===== src/rtl/mdbfp_pkg.sv =====
// shared constants, codes and types of the frame parser
package mdbfp_pkg;

   localparam int MAX_FRAME_DEF       = 36;
   localparam int NUM_COMMANDS_DEF    = 8;
   localparam int NUM_SUBCOMMANDS_DEF = 8;
   localparam int SUB_SLOTS           = 8;
   localparam logic [4:0] DEV_ADDR_RST = 5'd2;

   typedef enum logic [2:0] {
      ST_BYTE,
      ST_CSUM_BAD,
      ST_NO_HANDLER,
      ST_UNKNOWN,
      ST_OVERFLOW
   } status_type;

   typedef enum logic [1:0] {
      PH_IDLE,
      PH_DATA,
      PH_CSUM,
      PH_DONE
   } phase_type;

   typedef enum logic [3:0] {
      S_IDLE,
      S_DECODE,
      S_DATA,
      S_LEN,
      S_CSUM,
      S_CHECK,
      S_ERR,
      S_RD,
      S_WR
   } fsm_type;

   typedef struct packed {
      logic       valid;
      logic       has_sub;
      logic [5:0] length;
      logic       handler;
   } top_entry_type;

   typedef struct packed {
      logic [5:0] length;
      logic       handler;
   } sub_data_type;

   typedef struct packed {
      logic       hit;
      logic [5:0] length;
      logic       handler;
   } sub_entry_type;

   typedef struct packed {
      logic       we;
      logic [2:0] command;
      logic       uses_sub;
      logic [2:0] subcommand;
      logic [5:0] length;
      logic       handler;
   } def_write_type;

   typedef struct packed {
      logic       re;
      logic [2:0] command;
      logic [7:0] subcommand;
   } sub_read_type;

endpackage


===== src/rtl/mdbfp_ifs.sv =====
// handshake interfaces for the request, response and register channels
interface mdbfp_req_if;
   logic       valid;
   logic       ready;
   logic       cmd;
   logic [8:0] bus_word;
   logic [2:0] def_command;
   logic       def_uses_sub;
   logic [2:0] def_subcommand;
   logic [5:0] def_length;
   logic       def_has_handler;

   modport source (
      output valid, cmd, bus_word, def_command, def_uses_sub, def_subcommand,
      output def_length, def_has_handler,
      input  ready
   );
   modport sink (
      input  valid, cmd, bus_word, def_command, def_uses_sub, def_subcommand,
      input  def_length, def_has_handler,
      output ready
   );
endinterface

interface mdbfp_rsp_if;
   logic       valid;
   logic       ready;
   logic [2:0] status;
   logic [2:0] command_code;
   logic [7:0] subcommand_code;
   logic [7:0] byte_value;
   logic [5:0] byte_index;
   logic       last;

   modport source (
      output valid, status, command_code, subcommand_code, byte_value, byte_index, last,
      input  ready
   );
   modport sink (
      input  valid, status, command_code, subcommand_code, byte_value, byte_index, last,
      output ready
   );
endinterface

interface mdbfp_csr_if;
   logic       valid;
   logic       ready;
   logic [4:0] device_address;

   modport source (
      output valid, device_address,
      input  ready
   );
   modport sink (
      input  valid, device_address,
      output ready
   );
endinterface


===== src/rtl/mdbfp_cmd_table.sv =====
// command table: top entries in registers, subcommand entries in a synchronous ram
module mdbfp_cmd_table #(
   parameter int NUM_COMMANDS    = mdbfp_pkg::NUM_COMMANDS_DEF,
   parameter int NUM_SUBCOMMANDS = mdbfp_pkg::NUM_SUBCOMMANDS_DEF
) (
   input  logic                     clock,
   input  logic                     reset,
   input  mdbfp_pkg::def_write_type def_wr,
   input  logic [2:0]               top_idx,
   output mdbfp_pkg::top_entry_type top_rd,
   input  mdbfp_pkg::sub_read_type  sub_rd,
   output mdbfp_pkg::sub_entry_type sub_rd_data
);

   localparam int CMD_W   = (NUM_COMMANDS > 1) ? $clog2(NUM_COMMANDS) : 1;
   localparam int SUB_LIM = (NUM_SUBCOMMANDS < mdbfp_pkg::SUB_SLOTS) ?
                            NUM_SUBCOMMANDS : mdbfp_pkg::SUB_SLOTS;
   localparam int SUB_DEPTH = NUM_COMMANDS * mdbfp_pkg::SUB_SLOTS;
   localparam int SUB_AW    = $clog2(SUB_DEPTH);
   localparam logic [3:0] CMD_LIM = 4'(NUM_COMMANDS);
   localparam logic [7:0] SUB_CAP = 8'(SUB_LIM);

   mdbfp_pkg::top_entry_type top_ff [NUM_COMMANDS];
   mdbfp_pkg::sub_data_type  sub_mem [SUB_DEPTH];
   logic [SUB_DEPTH-1:0]     sub_valid_ff;
   mdbfp_pkg::sub_data_type  sub_q_ff;
   logic                     sub_hit_ff;

   logic              def_ok;
   logic [5:0]        wr_addr6;
   logic [SUB_AW-1:0] wr_addr;
   logic [5:0]        rd_addr6;
   logic [SUB_AW-1:0] rd_addr;
   logic              rd_in_range;

   assign def_ok = def_wr.we && ({1'b0, def_wr.command} < CMD_LIM) &&
                   (!def_wr.uses_sub || ({5'b0, def_wr.subcommand} < SUB_CAP));
   assign wr_addr6 = {def_wr.command, def_wr.subcommand};
   assign wr_addr  = wr_addr6[SUB_AW-1:0];
   assign rd_addr6 = {sub_rd.command, sub_rd.subcommand[2:0]};
   assign rd_addr  = rd_addr6[SUB_AW-1:0];
   assign rd_in_range = (sub_rd.subcommand < SUB_CAP);

   always_comb begin
      if ({1'b0, top_idx} < CMD_LIM) begin
         top_rd = top_ff[top_idx[CMD_W-1:0]];
      end else begin
         top_rd = '0;
      end
   end

   always_ff @(posedge clock) begin
      if (reset) begin
         for (int i = 0; i < NUM_COMMANDS; i++) begin
            top_ff[i] <= '0;
         end
         sub_valid_ff <= '0;
      end else if (def_ok) begin
         if (def_wr.uses_sub) begin
            top_ff[def_wr.command[CMD_W-1:0]].valid   <= 1'b1;
            top_ff[def_wr.command[CMD_W-1:0]].has_sub <= 1'b1;
            top_ff[def_wr.command[CMD_W-1:0]].handler <= 1'b0;
            sub_valid_ff[wr_addr] <= 1'b1;
         end else begin
            top_ff[def_wr.command[CMD_W-1:0]].valid   <= 1'b1;
            top_ff[def_wr.command[CMD_W-1:0]].has_sub <= 1'b0;
            top_ff[def_wr.command[CMD_W-1:0]].length  <= def_wr.length;
            top_ff[def_wr.command[CMD_W-1:0]].handler <= def_wr.handler;
         end
      end
   end

   // subcommand ram, one write and one registered read port
   always_ff @(posedge clock) begin
      if (def_ok && def_wr.uses_sub) begin
         sub_mem[wr_addr] <= '{length: def_wr.length, handler: def_wr.handler};
      end
      if (sub_rd.re) begin
         sub_q_ff <= sub_mem[rd_addr];
      end
   end

   always_ff @(posedge clock) begin
      if (reset) begin
         sub_hit_ff <= 1'b0;
      end else if (sub_rd.re) begin
         sub_hit_ff <= sub_valid_ff[rd_addr] && rd_in_range;
      end
   end

   assign sub_rd_data.hit     = sub_hit_ff;
   assign sub_rd_data.length  = sub_q_ff.length;
   assign sub_rd_data.handler = sub_q_ff.handler;

endmodule


===== src/rtl/mdbfp_frame_ram.sv =====
// frame byte store, one write port and one registered read port
module mdbfp_frame_ram #(
   parameter int MAX_FRAME = mdbfp_pkg::MAX_FRAME_DEF
) (
   input  logic                         clock,
   input  logic                         we,
   input  logic [$clog2(MAX_FRAME)-1:0] waddr,
   input  logic [7:0]                   wdata,
   input  logic                         re,
   input  logic [$clog2(MAX_FRAME)-1:0] raddr,
   output logic [7:0]                   rdata
);

   logic [7:0] mem [MAX_FRAME];
   logic [7:0] rdata_ff;

   always_ff @(posedge clock) begin
      if (we) begin
         mem[waddr] <= wdata;
      end
      if (re) begin
         rdata_ff <= mem[raddr];
      end
   end

   assign rdata = rdata_ff;

endmodule


===== src/rtl/mdb_peripheral_frame_parser_core.sv =====
// frame parser top level: sequencer around the command table and frame store
// a table definition is written when taken; no item is taken while a bus word is in work
// a good checksum word emits each held byte via a frame ram read in S_RD, loaded out in S_WR
// error results are loaded into the output from S_ERR once the output is free
// reset clears control state and marks all table entries invalid
module mdb_peripheral_frame_parser_core #(
   parameter int MAX_FRAME       = mdbfp_pkg::MAX_FRAME_DEF,
   parameter int NUM_COMMANDS    = mdbfp_pkg::NUM_COMMANDS_DEF,
   parameter int NUM_SUBCOMMANDS = mdbfp_pkg::NUM_SUBCOMMANDS_DEF
) (
   input logic         clock,
   input logic         reset,
   mdbfp_req_if.sink   req_if,
   mdbfp_rsp_if.source rsp_if,
   mdbfp_csr_if.sink   csr_if
);

   localparam int IDX_W = $clog2(MAX_FRAME);
   localparam int CNT_W = $clog2(MAX_FRAME + 1);
   localparam int CW    = (CNT_W > 6) ? CNT_W : 6;
   localparam logic [CNT_W-1:0] CNT_MAX = CNT_W'(MAX_FRAME);
   localparam logic [CNT_W-1:0] CNT_ONE = CNT_W'(1);
   localparam logic [CNT_W-1:0] CNT_TWO = CNT_W'(2);

   mdbfp_pkg::fsm_type    state_ff, state_in;
   mdbfp_pkg::phase_type  phase_ff, phase_in;
   logic [4:0]            dev_addr_ff;
   logic [8:0]            word_ff, word_in;
   logic [2:0]            cmd_ff, cmd_in;
   logic [7:0]            sub_ff, sub_in;
   logic [CNT_W-1:0]      count_ff, count_in;
   logic [7:0]            sum_ff, sum_in;
   logic [CNT_W-1:0]      run_ff, run_in;
   mdbfp_pkg::status_type err_status_ff, err_status_in;
   logic [2:0]            err_cmd_ff, err_cmd_in;
   logic [7:0]            err_sub_ff, err_sub_in;

   logic                  rsp_valid_ff;
   mdbfp_pkg::status_type rsp_status_ff, rsp_status_in;
   logic [2:0]            rsp_cmd_ff, rsp_cmd_in;
   logic [7:0]            rsp_sub_ff, rsp_sub_in;
   logic [7:0]            rsp_value_ff, rsp_value_in;
   logic [5:0]            rsp_index_ff, rsp_index_in;
   logic                  rsp_last_ff, rsp_last_in;
   logic                  out_load;

   mdbfp_pkg::def_write_type def_wr;
   mdbfp_pkg::top_entry_type top_e;
   mdbfp_pkg::sub_read_type  sub_rd;
   mdbfp_pkg::sub_entry_type sub_e;
   logic [2:0]               top_idx;

   logic             ram_we;
   logic             ram_re;
   logic [7:0]       ram_rdata;
   logic [CNT_W-1:0] count_inc;
   logic [CNT_W-1:0] run_inc;
   logic [7:0]       data;
   logic             req_take;
   logic             load_ok;
   logic             addr_match;
   logic             cmd_known;
   logic             overflow;
   logic             sub_latch;
   logic             sub_active;
   logic [5:0]       pick_len;
   logic             pick_hh;
   logic             len_match;
   logic             run_last;

   assign data       = word_ff[7:0];
   assign req_take   = req_if.valid && (state_ff == mdbfp_pkg::S_IDLE);
   assign load_ok    = !rsp_valid_ff || rsp_if.ready;
   assign addr_match = (word_ff[7:3] == dev_addr_ff);
   assign cmd_known  = top_e.valid;
   assign overflow   = (count_ff >= CNT_MAX);
   assign count_inc  = count_ff + CNT_ONE;
   assign run_inc    = run_ff + CNT_ONE;
   assign sub_latch  = (count_inc == CNT_TWO) && top_e.has_sub;
   assign run_last   = (run_inc == count_ff);

   // entry that governs the current frame
   assign sub_active = top_e.has_sub && (count_ff >= CNT_TWO);
   always_comb begin
      if (sub_active) begin
         pick_len = sub_e.hit ? sub_e.length : 6'd0;
         pick_hh  = sub_e.hit && sub_e.handler;
      end else begin
         pick_len = top_e.valid ? top_e.length : 6'd0;
         pick_hh  = top_e.valid && top_e.handler;
      end
   end
   assign len_match = (CW'(count_ff) == CW'(pick_len));

   assign top_idx = (state_ff == mdbfp_pkg::S_DECODE) ? word_ff[2:0] : cmd_ff;

   assign def_wr.we         = req_take && req_if.cmd;
   assign def_wr.command    = req_if.def_command;
   assign def_wr.uses_sub   = req_if.def_uses_sub;
   assign def_wr.subcommand = req_if.def_subcommand;
   assign def_wr.length     = req_if.def_length;
   assign def_wr.handler    = req_if.def_has_handler;

   assign sub_rd.re         = (state_ff == mdbfp_pkg::S_DATA) ||
                              (state_ff == mdbfp_pkg::S_CSUM);
   assign sub_rd.command    = cmd_ff;
   assign sub_rd.subcommand = ((state_ff == mdbfp_pkg::S_DATA) && sub_latch) ? data : sub_ff;

   assign ram_we = (state_ff == mdbfp_pkg::S_DATA) && !overflow;
   assign ram_re = (state_ff == mdbfp_pkg::S_RD);

   mdbfp_cmd_table #(
      .NUM_COMMANDS    (NUM_COMMANDS),
      .NUM_SUBCOMMANDS (NUM_SUBCOMMANDS)
   ) u_table (
      .clock       (clock),
      .reset       (reset),
      .def_wr      (def_wr),
      .top_idx     (top_idx),
      .top_rd      (top_e),
      .sub_rd      (sub_rd),
      .sub_rd_data (sub_e)
   );

   mdbfp_frame_ram #(
      .MAX_FRAME (MAX_FRAME)
   ) u_frame_ram (
      .clock (clock),
      .we    (ram_we),
      .waddr (count_ff[IDX_W-1:0]),
      .wdata (data),
      .re    (ram_re),
      .raddr (run_ff[IDX_W-1:0]),
      .rdata (ram_rdata)
   );

   // next state
   always_comb begin
      state_in = state_ff;
      case (state_ff)
         mdbfp_pkg::S_IDLE: begin
            if (req_take && !req_if.cmd) begin
               state_in = mdbfp_pkg::S_DECODE;
            end
         end
         mdbfp_pkg::S_DECODE: begin
            if (word_ff[8]) begin
               if (!addr_match) begin
                  state_in = mdbfp_pkg::S_IDLE;
               end else if (!cmd_known) begin
                  state_in = mdbfp_pkg::S_ERR;
               end else begin
                  state_in = mdbfp_pkg::S_DATA;
               end
            end else if (phase_ff == mdbfp_pkg::PH_DATA) begin
               state_in = mdbfp_pkg::S_DATA;
            end else if (phase_ff == mdbfp_pkg::PH_CSUM) begin
               state_in = mdbfp_pkg::S_CSUM;
            end else begin
               state_in = mdbfp_pkg::S_IDLE;
            end
         end
         mdbfp_pkg::S_DATA: begin
            state_in = overflow ? mdbfp_pkg::S_ERR : mdbfp_pkg::S_LEN;
         end
         mdbfp_pkg::S_LEN: begin
            state_in = mdbfp_pkg::S_IDLE;
         end
         mdbfp_pkg::S_CSUM: begin
            state_in = (sum_ff != data) ? mdbfp_pkg::S_ERR : mdbfp_pkg::S_CHECK;
         end
         mdbfp_pkg::S_CHECK: begin
            state_in = pick_hh ? mdbfp_pkg::S_RD : mdbfp_pkg::S_ERR;
         end
         mdbfp_pkg::S_ERR: begin
            if (load_ok) begin
               state_in = mdbfp_pkg::S_IDLE;
            end
         end
         mdbfp_pkg::S_RD: begin
            state_in = mdbfp_pkg::S_WR;
         end
         mdbfp_pkg::S_WR: begin
            if (load_ok) begin
               state_in = run_last ? mdbfp_pkg::S_IDLE : mdbfp_pkg::S_RD;
            end
         end
         default: begin
            state_in = mdbfp_pkg::S_IDLE;
         end
      endcase
   end

   // datapath and outputs
   always_comb begin
      word_in       = word_ff;
      phase_in      = phase_ff;
      cmd_in        = cmd_ff;
      sub_in        = sub_ff;
      count_in      = count_ff;
      sum_in        = sum_ff;
      run_in        = run_ff;
      err_status_in = err_status_ff;
      err_cmd_in    = err_cmd_ff;
      err_sub_in    = err_sub_ff;
      out_load      = 1'b0;
      rsp_status_in = rsp_status_ff;
      rsp_cmd_in    = rsp_cmd_ff;
      rsp_sub_in    = rsp_sub_ff;
      rsp_value_in  = rsp_value_ff;
      rsp_index_in  = rsp_index_ff;
      rsp_last_in   = rsp_last_ff;
      case (state_ff)
         mdbfp_pkg::S_IDLE: begin
            if (req_take && !req_if.cmd) begin
               word_in = req_if.bus_word;
            end
         end
         mdbfp_pkg::S_DECODE: begin
            if (word_ff[8]) begin
               phase_in = mdbfp_pkg::PH_IDLE;
               sub_in   = 8'd0;
               count_in = '0;
               sum_in   = 8'd0;
               if (addr_match) begin
                  if (!cmd_known) begin
                     cmd_in        = 3'd0;
                     err_status_in = mdbfp_pkg::ST_UNKNOWN;
                     err_cmd_in    = word_ff[2:0];
                     err_sub_in    = 8'd0;
                  end else begin
                     cmd_in   = word_ff[2:0];
                     phase_in = mdbfp_pkg::PH_DATA;
                  end
               end
            end
         end
         mdbfp_pkg::S_DATA: begin
            if (overflow) begin
               err_status_in = mdbfp_pkg::ST_OVERFLOW;
               err_cmd_in    = cmd_ff;
               err_sub_in    = sub_ff;
               phase_in      = mdbfp_pkg::PH_IDLE;
               sub_in        = 8'd0;
               count_in      = '0;
               sum_in        = 8'd0;
            end else begin
               count_in = count_inc;
               sum_in   = sum_ff + data;
               if (sub_latch) begin
                  sub_in = data;
               end
            end
         end
         mdbfp_pkg::S_LEN: begin
            if (len_match) begin
               phase_in = mdbfp_pkg::PH_CSUM;
            end
         end
         mdbfp_pkg::S_CSUM: begin
            if (sum_ff != data) begin
               err_status_in = mdbfp_pkg::ST_CSUM_BAD;
               err_cmd_in    = cmd_ff;
               err_sub_in    = sub_ff;
               phase_in      = mdbfp_pkg::PH_IDLE;
               sub_in        = 8'd0;
               count_in      = '0;
               sum_in        = 8'd0;
            end
         end
         mdbfp_pkg::S_CHECK: begin
            if (pick_hh) begin
               phase_in = mdbfp_pkg::PH_DONE;
               run_in   = '0;
            end else begin
               err_status_in = mdbfp_pkg::ST_NO_HANDLER;
               err_cmd_in    = cmd_ff;
               err_sub_in    = sub_ff;
               phase_in      = mdbfp_pkg::PH_IDLE;
               sub_in        = 8'd0;
               count_in      = '0;
               sum_in        = 8'd0;
            end
         end
         mdbfp_pkg::S_ERR: begin
            if (load_ok) begin
               out_load      = 1'b1;
               rsp_status_in = err_status_ff;
               rsp_cmd_in    = err_cmd_ff;
               rsp_sub_in    = err_sub_ff;
               rsp_value_in  = data;
               rsp_index_in  = 6'd0;
               rsp_last_in   = 1'b1;
            end
         end
         mdbfp_pkg::S_RD: begin
         end
         mdbfp_pkg::S_WR: begin
            if (load_ok) begin
               out_load      = 1'b1;
               rsp_status_in = mdbfp_pkg::ST_BYTE;
               rsp_cmd_in    = cmd_ff;
               rsp_sub_in    = sub_ff;
               rsp_value_in  = ram_rdata;
               rsp_index_in  = 6'(run_ff);
               rsp_last_in   = run_last;
               run_in        = run_inc;
            end
         end
         default: begin
         end
      endcase
   end

   always_ff @(posedge clock) begin
      if (reset) begin
         state_ff     <= mdbfp_pkg::S_IDLE;
         phase_ff     <= mdbfp_pkg::PH_IDLE;
         cmd_ff       <= 3'd0;
         sub_ff       <= 8'd0;
         count_ff     <= '0;
         sum_ff       <= 8'd0;
         run_ff       <= '0;
         rsp_valid_ff <= 1'b0;
         dev_addr_ff  <= mdbfp_pkg::DEV_ADDR_RST;
      end else begin
         state_ff <= state_in;
         phase_ff <= phase_in;
         cmd_ff   <= cmd_in;
         sub_ff   <= sub_in;
         count_ff <= count_in;
         sum_ff   <= sum_in;
         run_ff   <= run_in;
         if (out_load) begin
            rsp_valid_ff <= 1'b1;
         end else if (rsp_if.ready) begin
            rsp_valid_ff <= 1'b0;
         end
         if (csr_if.valid) begin
            dev_addr_ff <= csr_if.device_address;
         end
      end
   end

   always_ff @(posedge clock) begin
      word_ff       <= word_in;
      err_status_ff <= err_status_in;
      err_cmd_ff    <= err_cmd_in;
      err_sub_ff    <= err_sub_in;
      rsp_status_ff <= rsp_status_in;
      rsp_cmd_ff    <= rsp_cmd_in;
      rsp_sub_ff    <= rsp_sub_in;
      rsp_value_ff  <= rsp_value_in;
      rsp_index_ff  <= rsp_index_in;
      rsp_last_ff   <= rsp_last_in;
   end

   assign req_if.ready           = (state_ff == mdbfp_pkg::S_IDLE);
   assign csr_if.ready           = 1'b1;
   assign rsp_if.valid           = rsp_valid_ff;
   assign rsp_if.status          = rsp_status_ff;
   assign rsp_if.command_code    = rsp_cmd_ff;
   assign rsp_if.subcommand_code = rsp_sub_ff;
   assign rsp_if.byte_value      = rsp_value_ff;
   assign rsp_if.byte_index      = rsp_index_ff;
   assign rsp_if.last            = rsp_last_ff;

endmodule


===== src/flat_wrapper.sv =====
// flat-port wrapper written by rule: the top's interface ports become plain ports
module mdb_peripheral_frame_parser_core_flat 
#(
   parameter int MAX_FRAME       = mdbfp_pkg::MAX_FRAME_DEF,
   parameter int NUM_COMMANDS    = mdbfp_pkg::NUM_COMMANDS_DEF,
   parameter int NUM_SUBCOMMANDS = mdbfp_pkg::NUM_SUBCOMMANDS_DEF
)
  (clock, reset, req_if_valid, req_if_cmd, req_if_bus_word, req_if_def_command, req_if_def_uses_sub, req_if_def_subcommand, req_if_def_length, req_if_def_has_handler, req_if_ready, rsp_if_valid, rsp_if_status, rsp_if_command_code, rsp_if_subcommand_code, rsp_if_byte_value, rsp_if_byte_index, rsp_if_last, rsp_if_ready, csr_if_valid, csr_if_device_address, csr_if_ready);
  mdbfp_req_if req_if_i ();
  mdbfp_rsp_if rsp_if_i ();
  mdbfp_csr_if csr_if_i ();
  input logic clock;
  input logic reset;
  input wire logic [$bits(req_if_i.valid)-1:0] req_if_valid;
  input wire logic [$bits(req_if_i.cmd)-1:0] req_if_cmd;
  input wire logic [$bits(req_if_i.bus_word)-1:0] req_if_bus_word;
  input wire logic [$bits(req_if_i.def_command)-1:0] req_if_def_command;
  input wire logic [$bits(req_if_i.def_uses_sub)-1:0] req_if_def_uses_sub;
  input wire logic [$bits(req_if_i.def_subcommand)-1:0] req_if_def_subcommand;
  input wire logic [$bits(req_if_i.def_length)-1:0] req_if_def_length;
  input wire logic [$bits(req_if_i.def_has_handler)-1:0] req_if_def_has_handler;
  output wire logic [$bits(req_if_i.ready)-1:0] req_if_ready;
  output wire logic [$bits(rsp_if_i.valid)-1:0] rsp_if_valid;
  output wire logic [$bits(rsp_if_i.status)-1:0] rsp_if_status;
  output wire logic [$bits(rsp_if_i.command_code)-1:0] rsp_if_command_code;
  output wire logic [$bits(rsp_if_i.subcommand_code)-1:0] rsp_if_subcommand_code;
  output wire logic [$bits(rsp_if_i.byte_value)-1:0] rsp_if_byte_value;
  output wire logic [$bits(rsp_if_i.byte_index)-1:0] rsp_if_byte_index;
  output wire logic [$bits(rsp_if_i.last)-1:0] rsp_if_last;
  input wire logic [$bits(rsp_if_i.ready)-1:0] rsp_if_ready;
  input wire logic [$bits(csr_if_i.valid)-1:0] csr_if_valid;
  input wire logic [$bits(csr_if_i.device_address)-1:0] csr_if_device_address;
  output wire logic [$bits(csr_if_i.ready)-1:0] csr_if_ready;
  assign req_if_i.valid = req_if_valid;
  assign req_if_i.cmd = req_if_cmd;
  assign req_if_i.bus_word = req_if_bus_word;
  assign req_if_i.def_command = req_if_def_command;
  assign req_if_i.def_uses_sub = req_if_def_uses_sub;
  assign req_if_i.def_subcommand = req_if_def_subcommand;
  assign req_if_i.def_length = req_if_def_length;
  assign req_if_i.def_has_handler = req_if_def_has_handler;
  assign req_if_ready = req_if_i.ready;
  assign rsp_if_valid = rsp_if_i.valid;
  assign rsp_if_status = rsp_if_i.status;
  assign rsp_if_command_code = rsp_if_i.command_code;
  assign rsp_if_subcommand_code = rsp_if_i.subcommand_code;
  assign rsp_if_byte_value = rsp_if_i.byte_value;
  assign rsp_if_byte_index = rsp_if_i.byte_index;
  assign rsp_if_last = rsp_if_i.last;
  assign rsp_if_i.ready = rsp_if_ready;
  assign csr_if_i.valid = csr_if_valid;
  assign csr_if_i.device_address = csr_if_device_address;
  assign csr_if_ready = csr_if_i.ready;
  mdb_peripheral_frame_parser_core #(.MAX_FRAME(MAX_FRAME), .NUM_COMMANDS(NUM_COMMANDS), .NUM_SUBCOMMANDS(NUM_SUBCOMMANDS)) u_core (.clock(clock), .reset(reset), .req_if(req_if_i), .rsp_if(rsp_if_i), .csr_if(csr_if_i));
endmodule

===== config.mk =====
export PLATFORM = sky130hd
export DESIGN_NAME = mdb_peripheral_frame_parser_core_flat
export DESIGN_NICKNAME = d
export VERILOG_FILES = /design/src/rtl/mdbfp_pkg.sv /design/src/rtl/mdbfp_ifs.sv /design/src/rtl/mdbfp_cmd_table.sv /design/src/rtl/mdbfp_frame_ram.sv /design/src/rtl/mdb_peripheral_frame_parser_core.sv /design/src/flat_wrapper.sv
export SDC_FILE = /design/constraint.sdc
export NUM_CORES = 1
export LEC_CHECK = 0
export BUFFER_PORTS_ARGS = -buffer_cell sky130_fd_sc_hd__clkbuf_2
export CAP_MARGIN = 20
export CORE_ASPECT_RATIO = 1.75
export CORE_MARGIN = 2
export CORE_UTILIZATION = 57
export CTS_BUF_LIST = sky130_fd_sc_hd__clkbuf_8 sky130_fd_sc_hd__clkbuf_16
export CTS_CLUSTER_SIZE = 16
export DETAILED_ROUTE_END_ITERATION = 10
export MAX_ROUTING_LAYER = met4
export PLACE_DENSITY = 0.76
export SYNTH_ARGS = -nofsm -noshare
export SYNTH_HDL_FRONTEND = slang
export SYNTH_SLANG_ARGS = --single-unit

===== constraint.sdc =====
create_clock -name clock -period 3.8 [get_ports clock]
set_input_delay 0.76 -clock clock [delete_from_list [all_inputs] [get_ports clock]]
set_output_delay 0.76 -clock clock [all_outputs]
set_load 0.01 [all_outputs]

==> results of run 1 <==
-- layer usage --
layer  GRT usage, %  vias up  share of wire (%)
met3           4.61      431                7.1
met2           57.3     1464                 52
met1           35.2    13000                 32
li1               -    11400                  -
met5              -        -                  0
met4           25.1        0                8.6
-- registers in the layout, indices dropped and copies added, names as in the netlist, 9 cells and up --
register and cells:
u_core.u_table.sub_mem 448, u_core.u_table.top_ff 72, u_core.u_table.sub_valid_ff 64, u_core.word_ff 9, u_core.u_frame_ram.mem 288
-- power by group --
group          leakage (nW)  switching [mW]  total, mW  internal [mW]
clock                  1.46            4.09       8.91           4.83
sequential             8.84          0.0415       11.8           11.8
combinational          5.55           0.371      0.506          0.135
-- cell usage after synthesis, types with 4 or more instances --
cell,instances,share of area (%)
o31ai_1,4,0.074
dfxtp_1,116,5.8
xnor2_1,21,0.46
nand4_1,4,0.062
o221ai_1,4,0.087
xor2_1,11,0.24
a221oi_1,11,0.24
nor3_1,17,0.21
clkbuf_1,112,1.0
or2_2,9,0.14
or3_1,10,0.16
or4_1,17,0.32
a211oi_1,97,1.8
o22ai_1,50,0.78
buf_1,14,0.13
a311oi_1,10,0.22
and3_1,96,1.5
mux2i_1,55,1.4
mux2_2,30,0.84
a22oi_1,24,0.45
buf_2,39,0.48
nand2b_1,32,0.50
nor2b_1,12,0.19
a21oi_1,77,0.96
o21bai_1,5,0.093
o21ba_2,8,0.20
buf_4,5,0.093
ha_1,11,0.34
o21ai_0,36,0.45
mux4_2,93,5.2
a32oi_1,4,0.087
a31oi_1,103,1.6
and2_1,74,1.1
nand3_1,51,0.63
nor4_1,10,0.16
edfxtp_1,867,65
a21o_1,5,0.093
inv_1,26,0.24
nand2_1,321,3.0
nand3b_1,6,0.11
nor2_1,311,2.9
-- layout make-up --
class | instances | share of cell area, %
Antenna cell | 1 | 0.00533
Clock buffer | 91 | 4.78
Clock inverter | 73 | 1.38
Inverter | 28 | 0.224
Multi-Input combinational cell | 1675 | 24.6
Sequential cell | 983 | 60.4
Tap cell | 917 | 2.44
Timing Repair Buffer | 345 | 6.17
-- critical path, delay by kind of cell, from the launching register on --
kind	cells	cell delay (ns)
buf+inv	7	0.98
simple gates	4	0.91
mux	3	0.85
flops	1	0.49
compound gates	3	0.48
-- path summary, 6_finish.rpt --
check             slack, ns                         endpoint                             from
setup reg to reg      -0.04    u_core.u_table.sub_rd_data[2]                u_core.word_ff[0]
setup / recovery      -0.04    u_core.u_table.sub_rd_data[2]                u_core.word_ff[0]
hold / removal         0.30                u_core.word_ff[3]               req_if_bus_word[3]
hold reg to reg        0.47  u_core.u_table.sub_valid_ff[21]  u_core.u_table.sub_valid_ff[21]
-- repair_timing --
item                                   in CTS  in global routing
gates resized for setup                    11                 70
pin swaps                                   1                 18
endpoints found under the hold margin       0                  0
setup endpoints to repair                   8                 91
gates cloned                                1                  7
buffers inserted                            2                 22
-- kinds of logic (layout without fill, tap and decap cells) --
family / Yosys count / count (layout) / synth area share [%]
AOI/OAI and AO/OA: 471 / 471 / 7.83
xor gates and xnor gates: 32 / 32 / 0.695
adders and majority gates: 12 / 12 / 0.391
buffers and inverters: 202 / 537 / 2.11
DFF: 983 / 983 / 70.3
muxes: 179 / 181 / 7.44
other: 1 / 2 / 0.00930
and+or+nand+nor: 978 / 978 / 11.2
==> reports/summary.txt, run 1 <==
Status: complete, but fails checks
Failing checks: setup timing
WHS: 0.295 ns
Total wire length: 119,000 microns
Initial antenna violation count: 1
Routed vias/inst: 6.39
Final setup fails: 6
CP dominant cell by count: buf_6
Tmin final: 3.84 ns
Ys flop type: edfxtp_1
Req. time, crit path: 4.34 ns
Relative slew slack: 24.9%
Drt wl/cell: 29.0 microns
Die height: 356 microns
Multi-input logic area: 0.0115 sq mm
Worst Path Arrival: 4.38 ns
Worst path cell trace: mux4_2 -> mux2i_4 -> mux2_4 -> buf_6 -> o31ai_4 -> buf_6 -> buf_6 -> and2_4 -> buf_6 -> buf_8 -> buf_4 -> nand2_1 -> a31oi_1 -> buf_4 -> o22ai_2 -> or4_4 -> nor2_2
DRC: 0
Worst Setup Start Kind: flop
Vias in the first global route: 26,500
Leakage: 15.9 nW
Final number of max-transition violations: 0
Chip Width: 205 microns
Placed cell area: 0.0433 sq mm
Clk_skew: 0.0341 ns
Port Buffers: 64
Commonest non-fill, non-tap cells in the layout: edfxtp_1, nand2_1, nor2_1
Critical path class: reg2reg
Sequential fraction of the synthesis area: 70.3%
Fillers: 4,923
Async S/R FF share, synth: 0%
EDFF count, synth: 867
Max_cap viols: 0
Final WS setup: -0.0427 ns
Via count: 26,300
Final hold vios: 0
Worst-path clk slew: 0.06 ns
GRT Util Overall: 33.6%
Worst setup EP type: flop
Commonest non-fill, non-tap cell in the layout: edfxtp_1
Rows: 129
RePlAce Congestion: 1.03
Post-route cell area: 0.0469 sq mm
Initial DRT Pass Iterations: 6
Number of distinct library cells after synthesis: 73
Setup TNS: -0.123 ns
Power, Total: 21.2 mW
Fin util: 66.7%
Starting Density: 57.3%
Hold Path Cell Cnt: 1
Share of cells above drive strength 1: 21.7%
VDD IR max: 0.455 mV
Crit share post-route: 101%
Dpl hpwl: 79,000 microns
First-pass GRT wire length: 171,000 microns
Clock sink count: 983
Worst hold path class: in2reg
Final ANT Viol Nets: 0
PD cells: 452 mW/mm^2
Initial drt markers: 2,693
Pin count of the biggest net entering global routing: 74
Reg area: 0.0284 sq mm
Layout area overhead: 16.4%
CTS Hold Bufs: 0
Gr ovfl total: 0
Least-Margin Pin Slew: 1.13 ns
Crit path max fanout: 7
Io pins: 66
Core area: 0.0704 sq mm
H-tree Lvls: 3
Die area: 0.0730 sq mm
DP Cell Count: 3,917
Synth Register Bits: 983
Avg Synthesized Cell Area: 14.1 sq um
Total CTS buffers: 87
CTS root buf: clkbuf_16
F_max: 0.260 GHz
Critical path's slowest cell: or4_4
Final net count: 3,166
Pre-CTS setup slack: -0.0942 ns
CTS max path bufs: 3
Final cell count without fillers: 4,113
CTS tree: built
Area of the mapped netlist: 0.0403 sq mm
Syn_nets: 2,904
Worst stage delay on the critical path: 0.51 ns
Synth warnings: 0
R2R cell count: 17
Worst skew pair latency: 0.68 ns
Post-Syn Instances: 2,858
Power figures use the tool's default switching activity.
==> run 2, diff against run 1 <==
==> constraint.sdc (replaced) <==
create_clock -name clock -period 3.8 [get_ports clock]
set_input_delay 0.76 -clock clock [delete_from_list [all_inputs] [get_ports clock]]
set_output_delay 0.76 -clock clock [all_outputs]
set_load 0.1 [all_outputs]
==> reports/summary.txt, run 2 (synthesis gave the netlist of run 1 again) <==
FF-to-FF setup slack: 0.05 ns (was -0.04 ns)
CTS tree: built (unchanged)
VDD IR max: 0.428 mV (was 0.455 mV)
Total CTS buffers: 83 (was 87)
Req. time, crit path: 4.34 ns (about the same)
CTS root buf: clkbuf_16 (unchanged)
Worst stage delay on the critical path: 0.61 ns (was 0.51 ns)
CTS max path bufs: 3 (unchanged)
Status: complete, no violations (was complete, but fails checks)
Routed vias/inst: 6.42 (was 6.39)
Total wire length: 114,000 microns (was 119,000 microns)
Largest Register: u_core.u_table.sub_mem (unchanged)
Grt met1 use: 34.7% (was 35.2%)
Met3 Usage GRT: 4.49% (was 4.61%)
Setup TNS: 0 ns (was -0.123 ns)
Top flop regs: u_core.u_table.sub_mem x448, u_core.u_frame_ram.mem x288, u_core.u_table.top_ff x72 (unchanged)
Critical path's slowest cell: or4_4 (unchanged)
Layout area overhead: 15.0% (was 16.4%)
Vias in the first global route: 25,700 (was 26,500)
F_max: 0.267 GHz (was 0.260 GHz)
Hold Path Cell Cnt: 1 (unchanged)
H-tree Lvls: 3 (unchanged)
Leakage: 15.6 nW (was 15.9 nW)
Port Buffers: 64 (unchanged)
Fin util: 65.9% (was 66.7%)
Commonest non-fill, non-tap cells in the layout: edfxtp_1, nand2_1, nor2_1 (unchanged)
Crit share post-route: 98.6% (was 101%)
DP Cell Count: 3,912 (was 3,917)
Crit path max fanout: 9 (was 7)
Starting Density: 57.3% (unchanged)
RR Endpoint: u_core.u_table.sub_rd_data[3] (was u_core.u_table.sub_rd_data[2])
Unrepaired setup endpoints after global routing: yes
Least-Margin Pin Slew: 1.05 ns (was 1.13 ns)
Initial antenna violation count: 2 (was 1)
Met2 GRT Util: 56.7% (was 57.3%)
Relative slew slack: 30.0% (was 24.9%)
Via count: 26,200 (was 26,300)
GRT busiest layer: met2 (unchanged)
Hold path endpoint: u_core.word_ff[5] (was u_core.word_ff[3])
Die area: 0.0730 sq mm (unchanged)
PD cells: 447 mW/mm^2 (was 452 mW/mm^2)
Gr ovfl total: 0 (unchanged)
Clk_skew: 0.0149 ns (was 0.0341 ns)
Commonest non-fill, non-tap cell in the layout: edfxtp_1 (unchanged)
RePlAce Congestion: 1.03 (about the same)
Final net count: 3,136 (was 3,166)
Share of cells above drive strength 1: 20.4% (was 21.7%)
CP delay by family, top: simple AND/OR/NAND/NOR gates (was buffers and inverters)
Max_cap viols: 0 (unchanged)
Chip Width: 205 microns (unchanged)
Worst-path clk slew: 0.07 ns (was 0.06 ns)
Final cell count without fillers: 4,079 (was 4,113)
Dpl hpwl: 77,100 microns (was 79,000 microns)
Worst Path Arrival: 4.29 ns (was 4.38 ns)
Largest register FFs: 448 (unchanged)
R2R cell count: 13 (was 17)
Rows: 129 (unchanged)
Worst Setup Start Kind: flop (unchanged)
Final setup fails: 0 (was 6)
Pin count of the biggest net entering global routing: 73 (was 74)
RR Startpoint: u_core.state_ff[3] (was u_core.word_ff[0])
Post-route cell area: 0.0463 sq mm (was 0.0469 sq mm)
Initial drt markers: 2,514 (was 2,693)
Worst skew pair latency: 0.67 ns (was 0.68 ns)
Worst setup EP type: flop (unchanged)
Tmin final: 3.75 ns (was 3.84 ns)
Min-Delay Startpoint: req_if_bus_word[5] (was req_if_bus_word[3])
WP buf/inv: 4 (was 7)
Die height: 356 microns (unchanged)
Final hold vios: 0 (unchanged)
Worst hold path class: in2reg (unchanged)
Placed cell area: 0.0432 sq mm (was 0.0433 sq mm)
Clock sink count: 983 (unchanged)
GRT Util Overall: 32.3% (was 33.6%)
Final ANT Viol Nets: 0 (unchanged)
DRC: 0 (unchanged)
Worst path cell trace: or4b_4 -> mux2_4 -> buf_4 -> o31ai_4 -> buf_6 -> buf_12 -> clkbuf_16 -> and3_1 -> a211oi_1 -> a31oi_1 -> o22ai_2 -> or4_4 -> nor2_2 (was mux4_2 -> mux2i_4 -> mux2_4 -> buf_6 -> o31ai_4 -> buf_6 -> buf_6 -> and2_4 -> buf_6 -> buf_8 -> buf_4 -> nand2_1 -> a31oi_1 -> buf_4 -> o22ai_2 -> or4_4 -> nor2_2)
Critical path class: reg2reg (unchanged)
CTS Hold Bufs: 0 (unchanged)
First-pass GRT wire length: 165,000 microns (was 171,000 microns)
Io pins: 66 (unchanged)
Final number of max-transition violations: 0 (unchanged)
Drt wl/cell: 28.0 microns (was 29.0 microns)
Core area: 0.0704 sq mm (unchanged)
Initial DRT Pass Iterations: 8 (was 6)
-- run 2: changes by cell type in the layout (fill, tap and decap cells not counted), sizes merged, moves of 3 or more --
cell,change
buf,-24
clkinvlp,-4
clkinv,-3
diode,+3
inv,-3
-- run 2: layer usage --
| layer | share of wire, % | wire length [microns] | vias up |
|---|---|---|---|
| li1 | - | - | 11300 |
| met1 | 33 | 37300 | 13100 |
| met2 | 54 | 61100 | 1384 |
| met3 | 6.8 | 7790 | 369 |
| met4 | 6.9 | 7820 | 0 |
| met5 | 0 | 0 | - |
-- run 2: worst reg2reg max path: stages, from the launching register on --
cell and delay, ns:
dfxtp_1 0.32, or4b_4 0.57, mux2_4 0.36, buf_4 0.15
o31ai_4 0.35, buf_6 0.18, buf_12 0.14, clkbuf_16 0.19
and3_1 0.17, a211oi_1 0.05, a31oi_1 0.23, o22ai_2 0.19
or4_4 0.61, nor2_2 0.10
-- run 2: cell type report --
class,instances,area (sq um)
Sequential cell,983,28400
Clock buffer,92,2210
Antenna cell,4,10.0
Inverter,28,105
Tap cell,917,1150
Multi-Input combinational cell,1674,11400
Timing Repair Buffer,320,2650
Clock inverter,61,440
Fill cell,4963,24000
-- run 2: report_power, final --
part           switching, mW  leakage [nW]  internal [mW]
clock                   3.84          1.36           4.54
sequential            0.0413          8.84           11.8
combinational          0.371          5.44          0.146
-- run 2: timing repair --
action / 4_1_cts / 5_1_grt
resized for setup: 22 / 33
hold endpoints to repair: 0 / 0
setup buffers: 3 / 3
pin swaps: 3 / 11
cloned: 3 / 2
setup endpoints to repair: 29 / 32
-- run 2: worst max path at each step --
stage,start,end,slack (ns),depth (start not counted)
CTS,u_core.state_ff[3],u_core.u_table.sub_rd_data[3],-0.02,13
finish,u_core.state_ff[3],u_core.u_table.sub_rd_data[3],0.05,13
floorplan,u_core.word_ff[0],u_core.err_cmd_ff[0],0.006,9
global placement,u_core.state_ff[3],u_core.u_table.sub_rd_data[3],-0.13,10
detailed placement,u_core.state_ff[3],u_core.u_table.sub_rd_data[3],-0.17,10
global route,u_core.state_ff[1],u_core.u_table.sub_rd_data[4],-0.02,14
-- run 2: through the flow --
step                      hold WS, ns  total power, mW  setup slack (ns)
after CTS                       0.234             20.8           -0.0227
after floorplan                 0.432             12.2           0.00578
final                           0.265             20.7            0.0537
after detailed placement        0.459             12.5            -0.174
after global routing            0.252             21.2           -0.0188
after global placement          0.445             12.5            -0.133
